### src/sv/binr_pkg.sv
// ----------------------------------------------------------------------------
// binr_pkg: shared types, constants and helpers
// Sizes, item and register layouts and the window rank test used by the
// binarize and 3x3 rank erosion core.
// ----------------------------------------------------------------------------
package binr_pkg;

    // largest frame the line store and counters are built for
    localparam int MAX_WIDTH  = 1024;
    localparam int MAX_HEIGHT = 1024;

    // fixed field widths
    localparam int CHAN_W     = 8;
    localparam int MIN_NB_W   = 4;
    localparam int CFG_SIZE_W = 11;
    localparam int CFG_IDX_W  = 3;
    localparam int CFG_DATA_W = 11;
    localparam int WIN_W      = 9;
    localparam int CNT_W      = 4;

    // derived widths
    localparam int COL_W  = $clog2(MAX_WIDTH);
    localparam int ROW_W  = $clog2(MAX_HEIGHT + 3);
    localparam int WID_W  = $clog2(MAX_WIDTH + 1);
    localparam int DIM_A  = (WID_W > ROW_W) ? WID_W : ROW_W;
    localparam int DIM_W  = (DIM_A > CFG_SIZE_W) ? DIM_A : CFG_SIZE_W;

    localparam int MIN_DIM = 3;

    // task queue between front and back
    localparam int QUEUE_DEPTH = 4;
    localparam int QPTR_W      = $clog2(QUEUE_DEPTH);
    localparam int QCNT_W      = $clog2(QUEUE_DEPTH + 1);

    // item modes
    localparam logic MODE_PIXEL = 1'b0;
    localparam logic MODE_FLUSH = 1'b1;

    // register indexes
    localparam logic [CFG_IDX_W-1:0] REG_THR_RED   = 3'd0;
    localparam logic [CFG_IDX_W-1:0] REG_THR_GREEN = 3'd1;
    localparam logic [CFG_IDX_W-1:0] REG_THR_BLUE  = 3'd2;
    localparam logic [CFG_IDX_W-1:0] REG_MIN_NB    = 3'd3;
    localparam logic [CFG_IDX_W-1:0] REG_WIDTH     = 3'd4;
    localparam logic [CFG_IDX_W-1:0] REG_HEIGHT    = 3'd5;

    // register reset values
    localparam logic [CHAN_W-1:0]     RST_THR_RED   = 8'h0F;
    localparam logic [CHAN_W-1:0]     RST_THR_GREEN = 8'h11;
    localparam logic [CHAN_W-1:0]     RST_THR_BLUE  = 8'h11;
    localparam logic [MIN_NB_W-1:0]   RST_MIN_NB    = 4'd6;
    localparam logic [CFG_SIZE_W-1:0] RST_WIDTH     = 11'd1024;
    localparam logic [CFG_SIZE_W-1:0] RST_HEIGHT    = 11'd1024;

    typedef struct packed {
        logic [CHAN_W-1:0]     thr_red;
        logic [CHAN_W-1:0]     thr_green;
        logic [CHAN_W-1:0]     thr_blue;
        logic [MIN_NB_W-1:0]   min_nb;
        logic [CFG_SIZE_W-1:0] width;
        logic [CFG_SIZE_W-1:0] height;
    } t_cfg;

    // one classified item on its way to the back end
    typedef struct packed {
        logic             is_last;   // frame closing item, no window update
        logic             bot;       // binarized new pixel, bottom of column
        logic             ge1;       // row at or below 1: middle row valid
        logic             ge2;       // row at or below 2: upper row valid
        logic [COL_W-1:0] col;
    } t_task;

    typedef struct packed {
        logic empty;
        logic full;
    } t_q_status;

    function automatic logic [DIM_W-1:0] clamp_dim(
        input logic [CFG_SIZE_W-1:0] v,
        input logic [DIM_W-1:0]      hi
    );
        logic [DIM_W-1:0] ext;
        ext = DIM_W'(v);
        if (ext < DIM_W'(MIN_DIM)) begin
            return DIM_W'(MIN_DIM);
        end
        if (ext > hi) begin
            return hi;
        end
        return ext;
    endfunction

    // centre white and enough white bits in the window
    function automatic logic erode_window(
        input logic [WIN_W-1:0]    win,
        input logic [MIN_NB_W-1:0] min_nb
    );
        logic [CNT_W-1:0] count;
        count = '0;
        for (int i = 0; i < WIN_W; i++) begin
            count = count + CNT_W'(win[i]);
        end
        return win[4] && (count >= CNT_W'(min_nb));
    endfunction

endpackage

### src/sv/binr_if.sv
// ----------------------------------------------------------------------------
// binr channel interfaces
// Pixel input, result output and register write channels.
// ----------------------------------------------------------------------------
interface binr_pix_if import binr_pkg::*; ();
    logic              valid;
    logic              ready;
    logic              mode;
    logic [CHAN_W-1:0] red;
    logic [CHAN_W-1:0] green;
    logic [CHAN_W-1:0] blue;

    modport source(output valid, mode, red, green, blue, input ready);
    modport sink(input valid, mode, red, green, blue, output ready);
endinterface

interface binr_res_if import binr_pkg::*; ();
    logic valid;
    logic ready;
    logic pixel_white;
    logic frame_last;

    modport source(output valid, pixel_white, frame_last, input ready);
    modport sink(input valid, pixel_white, frame_last, output ready);
endinterface

interface binr_cfg_if import binr_pkg::*; ();
    logic                  valid;
    logic                  ready;
    logic [CFG_IDX_W-1:0]  index;
    logic [CFG_DATA_W-1:0] data;

    modport source(output valid, index, data, input ready);
    modport sink(input valid, index, data, output ready);
endinterface

### src/sv/binr_front.sv
// ----------------------------------------------------------------------------
// binr_front: pixel intake and classification
// Tracks the raster position, binarizes the pixel and pushes a task beat.
// ----------------------------------------------------------------------------
module binr_front import binr_pkg::*; (
    input  logic       i_clk,
    input  logic       i_rst_n,
    input  t_cfg       i_cfg,
    input  logic       i_busy,
    input  t_q_status  i_q_status,
    binr_pix_if.sink   i_pix,
    output logic       o_push,
    output t_task      o_task
);

    logic [COL_W-1:0] r_col, n_col;
    logic [ROW_W-1:0] r_row, n_row;

    logic [DIM_W-1:0] w, h, x_inc;
    logic [COL_W-1:0] x;
    logic [ROW_W-1:0] y;
    logic             wrap, is_last, in_img, lit;

    always_comb begin
        w     = clamp_dim(i_cfg.width, DIM_W'(MAX_WIDTH));
        h     = clamp_dim(i_cfg.height, DIM_W'(MAX_HEIGHT));

        // a column beyond a shrunk width starts the next row
        wrap  = DIM_W'(r_col) >= w;
        x     = wrap ? '0 : r_col;
        y     = wrap ? r_row + ROW_W'(1) : r_row;

        is_last = DIM_W'(y) > h;
        in_img  = DIM_W'(y) < h;
        lit     = (i_pix.red >= i_cfg.thr_red) || (i_pix.green >= i_cfg.thr_green)
                  || (i_pix.blue >= i_cfg.thr_blue);

        o_task.is_last = is_last;
        o_task.bot     = !is_last && in_img && (i_pix.mode == MODE_PIXEL) && lit;
        o_task.ge1     = y != '0;
        o_task.ge2     = y >= ROW_W'(2);
        o_task.col     = x;

        x_inc = DIM_W'(x) + DIM_W'(1);
        if (is_last) begin
            n_col = '0;
            n_row = '0;
        end else if (x_inc >= w) begin
            n_col = '0;
            n_row = y + ROW_W'(1);
        end else begin
            n_col = x_inc[COL_W-1:0];
            n_row = y;
        end
    end

    assign i_pix.ready = !i_busy && !i_q_status.full;
    assign o_push      = i_pix.valid && i_pix.ready;

    always_ff @(posedge i_clk) begin
        if (!i_rst_n) begin
            r_col <= '0;
            r_row <= '0;
        end else if (o_push) begin
            r_col <= n_col;
            r_row <= n_row;
        end
    end

endmodule

### src/sv/binr_queue.sv
// ----------------------------------------------------------------------------
// binr_queue: task queue
// Short first-in first-out buffer between the front and back ends.
// ----------------------------------------------------------------------------
module binr_queue import binr_pkg::*; (
    input  logic      i_clk,
    input  logic      i_rst_n,
    input  logic      i_push,
    input  t_task     i_task,
    input  logic      i_pop,
    output t_task     o_head,
    output t_q_status o_status
);

    t_task             r_buf [QUEUE_DEPTH];
    logic [QPTR_W-1:0] r_wr_ptr, r_rd_ptr;
    logic [QCNT_W-1:0] r_count;

    assign o_head          = r_buf[r_rd_ptr];
    assign o_status.empty  = r_count == '0;
    assign o_status.full   = r_count == QCNT_W'(QUEUE_DEPTH);

    always_ff @(posedge i_clk) begin
        if (!i_rst_n) begin
            r_wr_ptr <= '0;
            r_rd_ptr <= '0;
            r_count  <= '0;
        end else begin
            if (i_push) begin
                r_wr_ptr <= r_wr_ptr + QPTR_W'(1);
            end
            if (i_pop) begin
                r_rd_ptr <= r_rd_ptr + QPTR_W'(1);
            end
            if (i_push && !i_pop) begin
                r_count <= r_count + QCNT_W'(1);
            end else if (!i_push && i_pop) begin
                r_count <= r_count - QCNT_W'(1);
            end
        end
    end

    always_ff @(posedge i_clk) begin
        if (i_push) begin
            r_buf[r_wr_ptr] <= i_task;
        end
    end

endmodule

### src/sv/binr_back.sv
// ----------------------------------------------------------------------------
// binr_back: line store, window and rank erosion
// Reads the two stored rows, shifts the 3x3 window and registers results.
// ----------------------------------------------------------------------------
module binr_back import binr_pkg::*; (
    input  logic                i_clk,
    input  logic                i_rst_n,
    input  logic [MIN_NB_W-1:0] i_min_nb,
    input  t_task               i_q_head,
    input  t_q_status           i_q_status,
    output logic                o_q_pop,
    output logic                o_busy,
    binr_res_if.source          o_res
);

    // entry bit 0: upper row, bit 1: middle row
    logic [1:0]       r_mem [MAX_WIDTH];

    logic             r_clr_busy;
    logic [COL_W-1:0] r_clr_addr;

    logic             r_a_valid;
    t_task            r_a_task;
    logic [1:0]       r_a_rd;
    logic [WIN_W-1:0] r_win, n_win;

    logic             r_o_valid, r_o_white, r_o_last;
    logic             n_white, n_last;

    logic             a_x0, a_emit, a_adv, a_free, out_free, top, mid;
    logic [WIN_W-1:0] shifted, old_shift;

    always_comb begin
        a_x0      = r_a_task.col == '0;
        top       = r_a_task.ge2 & r_a_rd[0];
        mid       = r_a_task.ge1 & r_a_rd[1];
        shifted   = {r_a_task.bot, mid, top,
                     a_x0 ? (WIN_W-3)'(0) : r_win[WIN_W-1:3]};
        old_shift = {3'b000, r_win[WIN_W-1:3]};

        if (r_a_task.is_last) begin
            a_emit  = 1'b1;
            n_white = erode_window(old_shift, i_min_nb);
            n_last  = 1'b1;
            n_win   = '0;
        end else begin
            // row start closes the previous row's last centre
            a_emit  = a_x0 ? r_a_task.ge2 : r_a_task.ge1;
            n_white = a_x0 ? erode_window(old_shift, i_min_nb)
                           : erode_window(shifted, i_min_nb);
            n_last  = 1'b0;
            n_win   = shifted;
        end

        out_free = !r_o_valid || o_res.ready;
        a_adv    = r_a_valid && (!a_emit || out_free);
        a_free   = !r_a_valid || a_adv;
        o_q_pop  = a_free && !i_q_status.empty && !r_clr_busy;
    end

    assign o_busy            = r_clr_busy;
    assign o_res.valid       = r_o_valid;
    assign o_res.pixel_white = r_o_white;
    assign o_res.frame_last  = r_o_last;

    always_ff @(posedge i_clk) begin
        if (!i_rst_n) begin
            r_clr_busy <= 1'b1;
            r_clr_addr <= '0;
            r_a_valid  <= 1'b0;
            r_win      <= '0;
            r_o_valid  <= 1'b0;
        end else begin
            if (r_clr_busy) begin
                r_clr_addr <= r_clr_addr + COL_W'(1);
                if (r_clr_addr == COL_W'(MAX_WIDTH - 1)) begin
                    r_clr_busy <= 1'b0;
                end
            end
            if (a_free) begin
                r_a_valid <= o_q_pop;
            end
            if (a_adv) begin
                r_win <= n_win;
            end
            if (a_adv && a_emit) begin
                r_o_valid <= 1'b1;
            end else if (o_res.ready) begin
                r_o_valid <= 1'b0;
            end
        end
    end

    // line store: read on pop, written when the item leaves stage a
    always_ff @(posedge i_clk) begin
        if (o_q_pop) begin
            r_a_task <= i_q_head;
            r_a_rd   <= r_mem[i_q_head.col];
        end
        if (r_clr_busy) begin
            r_mem[r_clr_addr] <= 2'b00;
        end else if (a_adv && !r_a_task.is_last) begin
            r_mem[r_a_task.col] <= {r_a_task.bot, mid};
        end
        if (a_adv && a_emit) begin
            r_o_white <= n_white;
            r_o_last  <= n_last;
        end
    end

endmodule

### src/sv/binarize_and_rank_erode_3x3_core.sv
// ----------------------------------------------------------------------------
// binarize_and_rank_erode_3x3_core: threshold binarization and 3x3 erosion
// Thresholds rgb pixels to one bit and keeps a white centre only when
// enough bits of its 3x3 neighbourhood are white.
// ----------------------------------------------------------------------------
// path: task queue, stage a, output register; results trail the pixel
//   stream by one row plus one pixel
// throughput: one beat per cycle while not clearing and the queue has room
//   (set by the single line store port pair); reset: synchronous, registers
//   take their reset values, then a clearing pass zeroes the line store with input ready low
module binarize_and_rank_erode_3x3_core import binr_pkg::*; (
    input  logic       i_clk,
    input  logic       i_rst_n,
    binr_cfg_if.sink   i_cfg,
    binr_pix_if.sink   i_pix,
    binr_res_if.source o_res
);

    // configuration registers
    t_cfg r_cfg;

    // front to queue
    logic      push;
    t_task     push_task;

    // queue to back
    logic      pop;
    t_task     q_head;
    t_q_status q_status;

    // line store clearing pass in progress
    logic      busy;

    // register writes always taken; user writes only while block idle, not enforced
    assign i_cfg.ready = 1'b1;

    always_ff @(posedge i_clk) begin
        if (!i_rst_n) begin
            r_cfg.thr_red   <= RST_THR_RED;
            r_cfg.thr_green <= RST_THR_GREEN;
            r_cfg.thr_blue  <= RST_THR_BLUE;
            r_cfg.min_nb    <= RST_MIN_NB;
            r_cfg.width     <= RST_WIDTH;
            r_cfg.height    <= RST_HEIGHT;
        end else if (i_cfg.valid) begin
            unique case (i_cfg.index)
                REG_THR_RED:   r_cfg.thr_red   <= i_cfg.data[CHAN_W-1:0];
                REG_THR_GREEN: r_cfg.thr_green <= i_cfg.data[CHAN_W-1:0];
                REG_THR_BLUE:  r_cfg.thr_blue  <= i_cfg.data[CHAN_W-1:0];
                REG_MIN_NB:    r_cfg.min_nb    <= i_cfg.data[MIN_NB_W-1:0];
                REG_WIDTH:     r_cfg.width     <= i_cfg.data[CFG_SIZE_W-1:0];
                REG_HEIGHT:    r_cfg.height    <= i_cfg.data[CFG_SIZE_W-1:0];
                default: begin
                    // unused index, write dropped
                end
            endcase
        end
    end

    // front: raster position, binarize, classify, push one task per beat
    binr_front u_front (
        .i_clk      (i_clk),
        .i_rst_n    (i_rst_n),
        .i_cfg      (r_cfg),
        .i_busy     (busy),
        .i_q_status (q_status),
        .i_pix      (i_pix),
        .o_push     (push),
        .o_task     (push_task)
    );

    // queue decouples intake from the result side stalls
    binr_queue u_queue (
        .i_clk    (i_clk),
        .i_rst_n  (i_rst_n),
        .i_push   (push),
        .i_task   (push_task),
        .i_pop    (pop),
        .o_head   (q_head),
        .o_status (q_status)
    );

    // back: line store, window shift, rank test, output register
    binr_back u_back (
        .i_clk      (i_clk),
        .i_rst_n    (i_rst_n),
        .i_min_nb   (r_cfg.min_nb),
        .i_q_head   (q_head),
        .i_q_status (q_status),
        .o_q_pop    (pop),
        .o_busy     (busy),
        .o_res      (o_res)
    );

endmodule

### src/flat_wrapper.sv
// flat-port wrapper written by rule: the top's interface ports become plain ports
module binarize_and_rank_erode_3x3_core_flat import binr_pkg::*;
  (i_clk, i_rst_n, i_cfg_valid, i_cfg_index, i_cfg_data, i_cfg_ready, i_pix_valid, i_pix_mode, i_pix_red, i_pix_green, i_pix_blue, i_pix_ready, o_res_valid, o_res_pixel_white, o_res_frame_last, o_res_ready);
  binr_cfg_if i_cfg_i ();
  binr_pix_if i_pix_i ();
  binr_res_if o_res_i ();
  input  logic i_clk;
  input  logic i_rst_n;
  input wire logic [$bits(i_cfg_i.valid)-1:0] i_cfg_valid;
  input wire logic [$bits(i_cfg_i.index)-1:0] i_cfg_index;
  input wire logic [$bits(i_cfg_i.data)-1:0] i_cfg_data;
  output wire logic [$bits(i_cfg_i.ready)-1:0] i_cfg_ready;
  input wire logic [$bits(i_pix_i.valid)-1:0] i_pix_valid;
  input wire logic [$bits(i_pix_i.mode)-1:0] i_pix_mode;
  input wire logic [$bits(i_pix_i.red)-1:0] i_pix_red;
  input wire logic [$bits(i_pix_i.green)-1:0] i_pix_green;
  input wire logic [$bits(i_pix_i.blue)-1:0] i_pix_blue;
  output wire logic [$bits(i_pix_i.ready)-1:0] i_pix_ready;
  output wire logic [$bits(o_res_i.valid)-1:0] o_res_valid;
  output wire logic [$bits(o_res_i.pixel_white)-1:0] o_res_pixel_white;
  output wire logic [$bits(o_res_i.frame_last)-1:0] o_res_frame_last;
  input wire logic [$bits(o_res_i.ready)-1:0] o_res_ready;
  assign i_cfg_i.valid = i_cfg_valid;
  assign i_cfg_i.index = i_cfg_index;
  assign i_cfg_i.data = i_cfg_data;
  assign i_cfg_ready = i_cfg_i.ready;
  assign i_pix_i.valid = i_pix_valid;
  assign i_pix_i.mode = i_pix_mode;
  assign i_pix_i.red = i_pix_red;
  assign i_pix_i.green = i_pix_green;
  assign i_pix_i.blue = i_pix_blue;
  assign i_pix_ready = i_pix_i.ready;
  assign o_res_valid = o_res_i.valid;
  assign o_res_pixel_white = o_res_i.pixel_white;
  assign o_res_frame_last = o_res_i.frame_last;
  assign o_res_i.ready = o_res_ready;
  binarize_and_rank_erode_3x3_core u_core (.i_clk(i_clk), .i_rst_n(i_rst_n), .i_cfg(i_cfg_i), .i_pix(i_pix_i), .o_res(o_res_i));
endmodule
### config.mk
export PLATFORM = sky130hd
export DESIGN_NAME = binarize_and_rank_erode_3x3_core_flat
export DESIGN_NICKNAME = d
export VERILOG_FILES = /design/src/sv/binr_pkg.sv /design/src/sv/binr_if.sv /design/src/sv/binr_front.sv /design/src/sv/binr_queue.sv /design/src/sv/binr_back.sv /design/src/sv/binarize_and_rank_erode_3x3_core.sv /design/src/flat_wrapper.sv
export SDC_FILE = /design/constraint.sdc
export NUM_CORES = 2
export LEC_CHECK = 0
export BUFFER_PORTS_ARGS = -buffer_cell sky130_fd_sc_hd__buf_2
export CAP_MARGIN = 30
export CORE_ASPECT_RATIO = 0.5
export CORE_MARGIN = 10
export CORE_UTILIZATION = 45
export CTS_CLUSTER_DIAMETER = 100
export DETAILED_ROUTE_END_ITERATION = 7
export SETUP_SLACK_MARGIN = 0.1
export SLEW_MARGIN = 25
export SYNTH_ARGS = -nofsm -noshare
export SYNTH_HDL_FRONTEND = slang
export SYNTH_HIERARCHICAL = 1
export SYNTH_SLANG_ARGS = --single-unit
### constraint.sdc
create_clock -name i_clk -period 43.8 [get_ports i_clk]
set_clock_uncertainty 0.15 [all_clocks]
set_input_delay 8.76 -clock i_clk [delete_from_list [all_inputs] [get_ports i_clk]]
set_output_delay 8.76 -clock i_clk [all_outputs]
set_load 0.005 [all_outputs]
Yosys cells after proc, flatten, opt, wreduce, memory -nomap -nowiden
Memories as Yosys holds them, arrays and structs flattened. A register that Yosys moved wholly into a read port is not among the register bits.
Cells that the tools add are included.

word-level totals
  register bits after elaboration = 116
  bits in latches = 0
  RAM bits = 2104
  ROM bits = 0
  bits of input ports = 44
  output and inout bits = 5
  word-level logic and storage cells = 157
  memories = 2

cells by class
  add/subtract/negate cells = 21
  multipliers = 0
  divide/modulo/power cells = 0
  $lt $le $gt $ge = 14
  equal/unequal tests = 7
  shifts and indexed selects = 0
  mux-type cells = 45
  bitwise logic cells = 3
  reduce and logical (&&, ||, !) cells = 42

memory list
  name                  words  bits a word  read ports  clocked after Yosys merged registers in  wr ports  line              text
  u_core.u_back.r_mem   1024   2            1           1                                        1         binr_back.sv:17   logic [1:0] r_mem [MAX_WIDTH];
  u_core.u_queue.r_buf  4      14           1           1                                        1         binr_queue.sv:15  t_task r_buf [QUEUE_DEPTH];

operators by type and width
  operator                                                                       number
  11-bit two-way mux                                                             11
  10-bit two-way mux                                                             4
  4-bit by 1-bit adder with 4-bit output                                         7
  8-bit >= comparator                                                            3
  1-bit two-way mux                                                              23
  11-bit by 1-bit adder with 11-bit output, second input constant                2
  11-bit greater-than comparator, second input constant                          2
  11-bit by 2-bit less-than comparator with 1-bit output, second input constant  2
  1-bit logical AND                                                              14
  2-bit AND reduction                                                            6
  10-bit by 1-bit adder with 11-bit output, second input constant                1
  10-bit by 11-bit >= comparator with 1-bit output                               1
  11-bit >= comparator                                                           1
  11-bit by 2-bit >= comparator with 1-bit output, second input constant         1
  11-bit greater-than comparator                                                 1
  11-bit less-than comparator                                                    1
  11-bit nonzero test                                                            1
  10-bit by 1-bit adder with 10-bit output, second input constant                1
  10-bit == test, second input constant                                          1
  1-bit logical NOT                                                              10
  10-bit logical NOT                                                             1
  3-bit == test, second input constant                                           3
  9-bit two-way mux                                                              1
  3-bit by 1-bit adder with 4-bit output                                         2
  other kinds (17)                                                               32

Depth between registers and ports, before layout
  depth after elaboration = 14
  mapped depth = 23
  gate-level depth less buffers = 22

Cells and area by module
Netlist, hierarchy kept.

modules (own cells, without submodules)
  module                            times used  cells each  area each (sq um)  seq. area each (sq um)
  binr_back                         1           5053        86504.2            62419.9
  binr_front                        1           437         3270.6             420.4
  binr_queue                        1           116         2493.6             1861.8
  binarize_and_rank_erode_3x3_core  1           187         1934.4             1001.0

Least setup slack after synthesis
No wires, ideal clock.

  kind = input -> register
  from = in o_res_ready
  to = mem u_core.u_back.r_mem[0][0] (data pin)
  setup time = 4966 ps
  arrival = 32878 ps
  data required time = 38684 ps
  path slack = 5806 ps
  stages = 4
  path buffers = 1
  cell sequence = nand2b_1 > o211ai_4 > buf_6 > nor2_1

on the way
  word-level cells in the longest chain between the ends = 9

ends and longest elaborated chain
  what                                     line                text
  start: declaration                       flat_wrapper.sv:22  input wire logic [$bits(o_res_i.ready)-1:0] o_res_ready;
  1-bit logical OR                         binr_back.sv:55     out_free = !r_o_valid || o_res.ready;
  1-bit logical OR                         binr_back.sv:56     a_adv = r_a_valid && (!a_emit || out_free);
  1-bit logical AND                        binr_back.sv:56
  1-bit logical AND                        binr_back.sv:102    end else if (a_adv && !r_a_task.is_last) begin
  1-bit two-way mux                        binr_back.sv:102
  1-bit two-way mux                        binr_back.sv:100    if (r_clr_busy) begin
  1-bit two-way mux (not written as such)  binr_back.sv:103    r_mem[r_a_task.col] <= {r_a_task.bot, mid};
  2-bit OR reduction (no source line)      n/a
  2-bit two-way mux (no source line)       n/a
  end: declaration                         binr_back.sv:17

Every way passes these cells.

Worst setup path in the final report
  from = in o_res_ready
  to = mem u_core.u_back.r_mem[619][1] (data pin)

Same word-level chain as after synthesis.

==> flow_summary.yaml <==
synth:
  synth_area_um2: 94200
  synthFlopType: "edfxtp_1"
  netlist_instances: 5793
  synth_top_family_by_area: "multiplexers"
  synthAdderAreaFrac_pct: 1.21
  synthSimpleGateAreaFrac_pct: 7.69
  ys_warn_count: 6
  avgSynthCellArea_um2: 16.3
  synth_top_area_share_pct: 67.6
  synthArstFlopShare_pct: 0
  synth_top_area_cell: "edfxtp_1"
  synth_mux_area_share_pct: 13.9
  synth_fp_nets: 5923
  ys_seq_elements: 2221
  synth_area_leaders: "edfxtp_1 68%, mux4_2 10%, nor2_1 4.4%, mux2i_1 3.2%, dfxtp_1 2.1%"
  synth_xor_area_share_pct: 0.287
  synth_edf_count: 2122
  synth_compound_area_share_pct: 4.10
  yosysUniqueCellTypes: 107
  yosysSeqAreaShare_pct: 69.7
route:
  firstDrtPassIters: 8
  drc: 0
  drt-total-wl_um: 261000
  drt_iter0_drc: 7341
  vias: 53900
  wl_per_cell_um: 30.0
  viasPerCell: 6.20
  ant_nets: 0
cts:
  cts-root-buf: "clkbuf_16"
  hold_buffers: 0
  cts_inserted_buffers: 206
  clk_latency_ns: 0.86
  post-cts-setup-buffers: 0
  clk_pin_slew_ns: 0.06
  htreeDepth: 4
  clock_tree.buffer_depth: 4
  cts_tree: "done"
  post_cts_resized: 0
  clkSinkCount: 2221
place:
  post-place-ws_ns: 30.28
  port_buffers: 47
  dpl.cell_count: 8305
  dp_hpwl_um: 154000
  postPlaceCellArea_um2: 96600
  place.gp.congestion: 0.834
setup_path:
  critPathRequiredTime_ns: 44.29
  max_stage_delay_ns: 0.71
  cpMostUsedCell: "buf_4"
  path_class: "primary input to flip-flop"
  arrival_ns: 13.02
  cp_slowest_cell: "buf_4"
  cp_cell_sequence: "buf_2 > nand2b_1 > o211ai_4 > buf_4 > nor2_4 > buf_6 > buf_12 > buf_4 > buf_4 > buf_16"
  end_kind: "flip-flop"
  start_kind: "primary input"
  crit_buf_inv: 7
  cp_max_fo: 212
  crit_family: "buffers and inverters"
sta:
  rsz0062_at_grt: "false"
  hold_viol_final: 0
  layout_setup_ws_ns: 31.27
  max_freq_ghz: 0.0798
  min_period_over_period_pct: 28.6
  fin_setup_tns_ns: 0
  drv_slew: 0
  setup_violations: 0
  slew_headroom_pct: 26.5
  timing.final.crit_period_ns: 12.53
  max_slew.worst_pin.slew_ns: 1.10
pwr:
  leakage_nw: 28.4
  ir_worst_vdd_mv: 0.0318
  combPwrFrac_pct: 0.9
  seq_power_share_pct: 56.7
  power_mw: 4.04
  pwr-share-clk_pct: 42.4
  powerDensity_nw_per_um2: 39.2
  switchingPower_uw: 798
  p_int_mw: 3.24
  switching_share_pct: 19.8
layout:
  area_growth_syn_to_layout_pct: 9.43
  drive_gt1_share_pct: 17.2
  postLayoutCellArea_um2: 103000
  nNetsFinal: 5894
  fin_cells: 8686
global_routing:
  grt-ovfl-total: 0
  grt_pass1_wl_um: 373000
  grt_max_degree: 247
  grt_pass1_vias: 53700
  gr-usage-all-layers_pct: 22.2
  antenna_found_initial: 15
worst_hold_path:
  min_path_type: "flip-flop to flip-flop"
run:
  drv_cap: 0
floorplanning:
  die_y_um: 344
  die_w_um: 667
  row_count: 118
  core_area_um2: 208000
  initial_core_util_pct: 45.4
  ios: 49
  die_area_um2: 229000
status:
  status: "finished clean"
[cells in the final DEF, fill, tap and decap left out, types with 47 or more instances in the layout]
cell type,instances
ha_1,77
buf_4,110
o21ai_0,67
edfxtp_1,2122
nand2_1,182
dfxtp_1,99
clkbuf_16,207
o22ai_1,60
buf_2,47
a22oi_1,58
clkbuf_1,49
mux2i_1,305
mux4_2,430
inv_1,70
nor3_1,55
a21oi_1,108
o221ai_1,91
nor2_1,1101
clkinv_1,56
[registers in the layout, summed over array words and instances, names as in the netlist, named ones only]
signal	flops
u_core/r_cfg	50
u_core/u_back/o_busy	1
u_core/u_back/o_res.frame_last	1
u_core/u_back/o_res.pixel_white	1
u_core/u_back/o_res.valid	1
u_core/u_back/r_a_rd	2
u_core/u_back/r_a_task	14
u_core/u_back/r_a_valid	1
u_core/u_back/r_clr_addr	10
u_core/u_back/r_mem	2048
u_core/u_back/r_win	6
u_core/u_front/r_col	10
u_core/u_front/r_row	11
u_core/u_queue/r_buf	56
u_core/u_queue/r_count	3
u_core/u_queue/r_rd_ptr	2
u_core/u_queue/r_wr_ptr	2
[per-stage QoR]
stage          hold slack [ns]  utilization (%)
3_5_place_dp             0.300             46.5
4_1_cts                  0.309             49.5
2_1_floorplan            0.274                -
5_1_grt                  0.321             49.7
3_3_place_gp             0.295             46.4
6_report                 0.308             49.7
[synthesized netlist by cell type, drive strengths merged, types with 11 or more instances]
library cell and number:
edfxtp 2122, nor2 1119, mux4 435, mux2i 311, buf 290, nand2 234
clkbuf 133, a21oi 110, dfxtp 99, o221ai 91, ha 77, inv 74
o21ai 71, o22ai 60, a22oi 58, nor3 58, nand3 46, nor2b 46
and2 43, nor4 20, xnor2 20, nand4 19, a21o 18, a221oi 18
a22o 18, nand2b 17, a2111oi 12, or3 12, nand3b 11
[cell type report]
type,count,area [um^2]
inverters,76,287
flip-flops and latches,2221,65700
clock buffers,257,5380
fillers,17100,104000
well taps,2760,3450
clock inverters,108,841
repair buffers,186,1650
multi-input cells,3073,25800
diodes,5,12.5
[routing by layer]
layer / track usage (%) / vias up / routed length, um
met2: 34.0 / 2828 / 118000
met5: 0 / - / 13
met3: 5.28 / 368 / 28800
met1: 32.3 / 28300 / 109000
li1: - / 22400 / -
met4: 4.97 / 2 / 5730
[final timing paths]
path / startpoint / end / slack, ns / depth (start not counted)
setup / recovery: o_res_ready / u_core/u_back/r_mem[619][1] / 31.27 / 10
hold / removal: u_core/r_cfg[31] / u_core/r_cfg[31] / 0.31 / 2
setup reg to reg: flip-flop / u_core/u_back/r_a_rd[0] / 36.31 / 14
hold reg to reg: u_core/r_cfg[31] / u_core/r_cfg[31] / 0.31 / 2
[power by group through the flow]
stage | Sequential [mW] | Clock [mW] | Combinational (mW)
6_report | 2.29 | 1.71 | 0.0353
5_1_grt | 2.29 | 1.83 | 0.0373
4_1_cts | 2.29 | 1.74 | 0.0351
3_5_place_dp | 2.34 | 0 | 0.0349
3_3_place_gp | 2.34 | 0 | 0.0346
2_1_floorplan | 2.34 | 0 | 0.0186
[worst register-to-register path, stage by stage, from the launching register on]
cell       delay (ns)
dfxtp_1          0.31
buf_4            0.28
mux4_4           0.86
buf_12           0.48
buf_12           0.76
buf_4            0.72
mux2i_1          0.21
o22ai_1          0.20
a2111oi_0        0.11
a311oi_1         0.51
o2111ai_1        0.64
a31oi_2          0.81
o311ai_0         0.57
o2111ai_1        0.40
clkbuf_4         0.31
[cells by family after synthesis]
kind of cell | count (synthesis)
other | 1
and+or+nand+nor | 1661
AOI/OAI and AO/OA | 540
xor gates and xnor gates | 30
adders and majority gates | 86
buffers and inverters | 499
DFF | 2221
muxes | 755
Power figures use the tool's default switching activity.
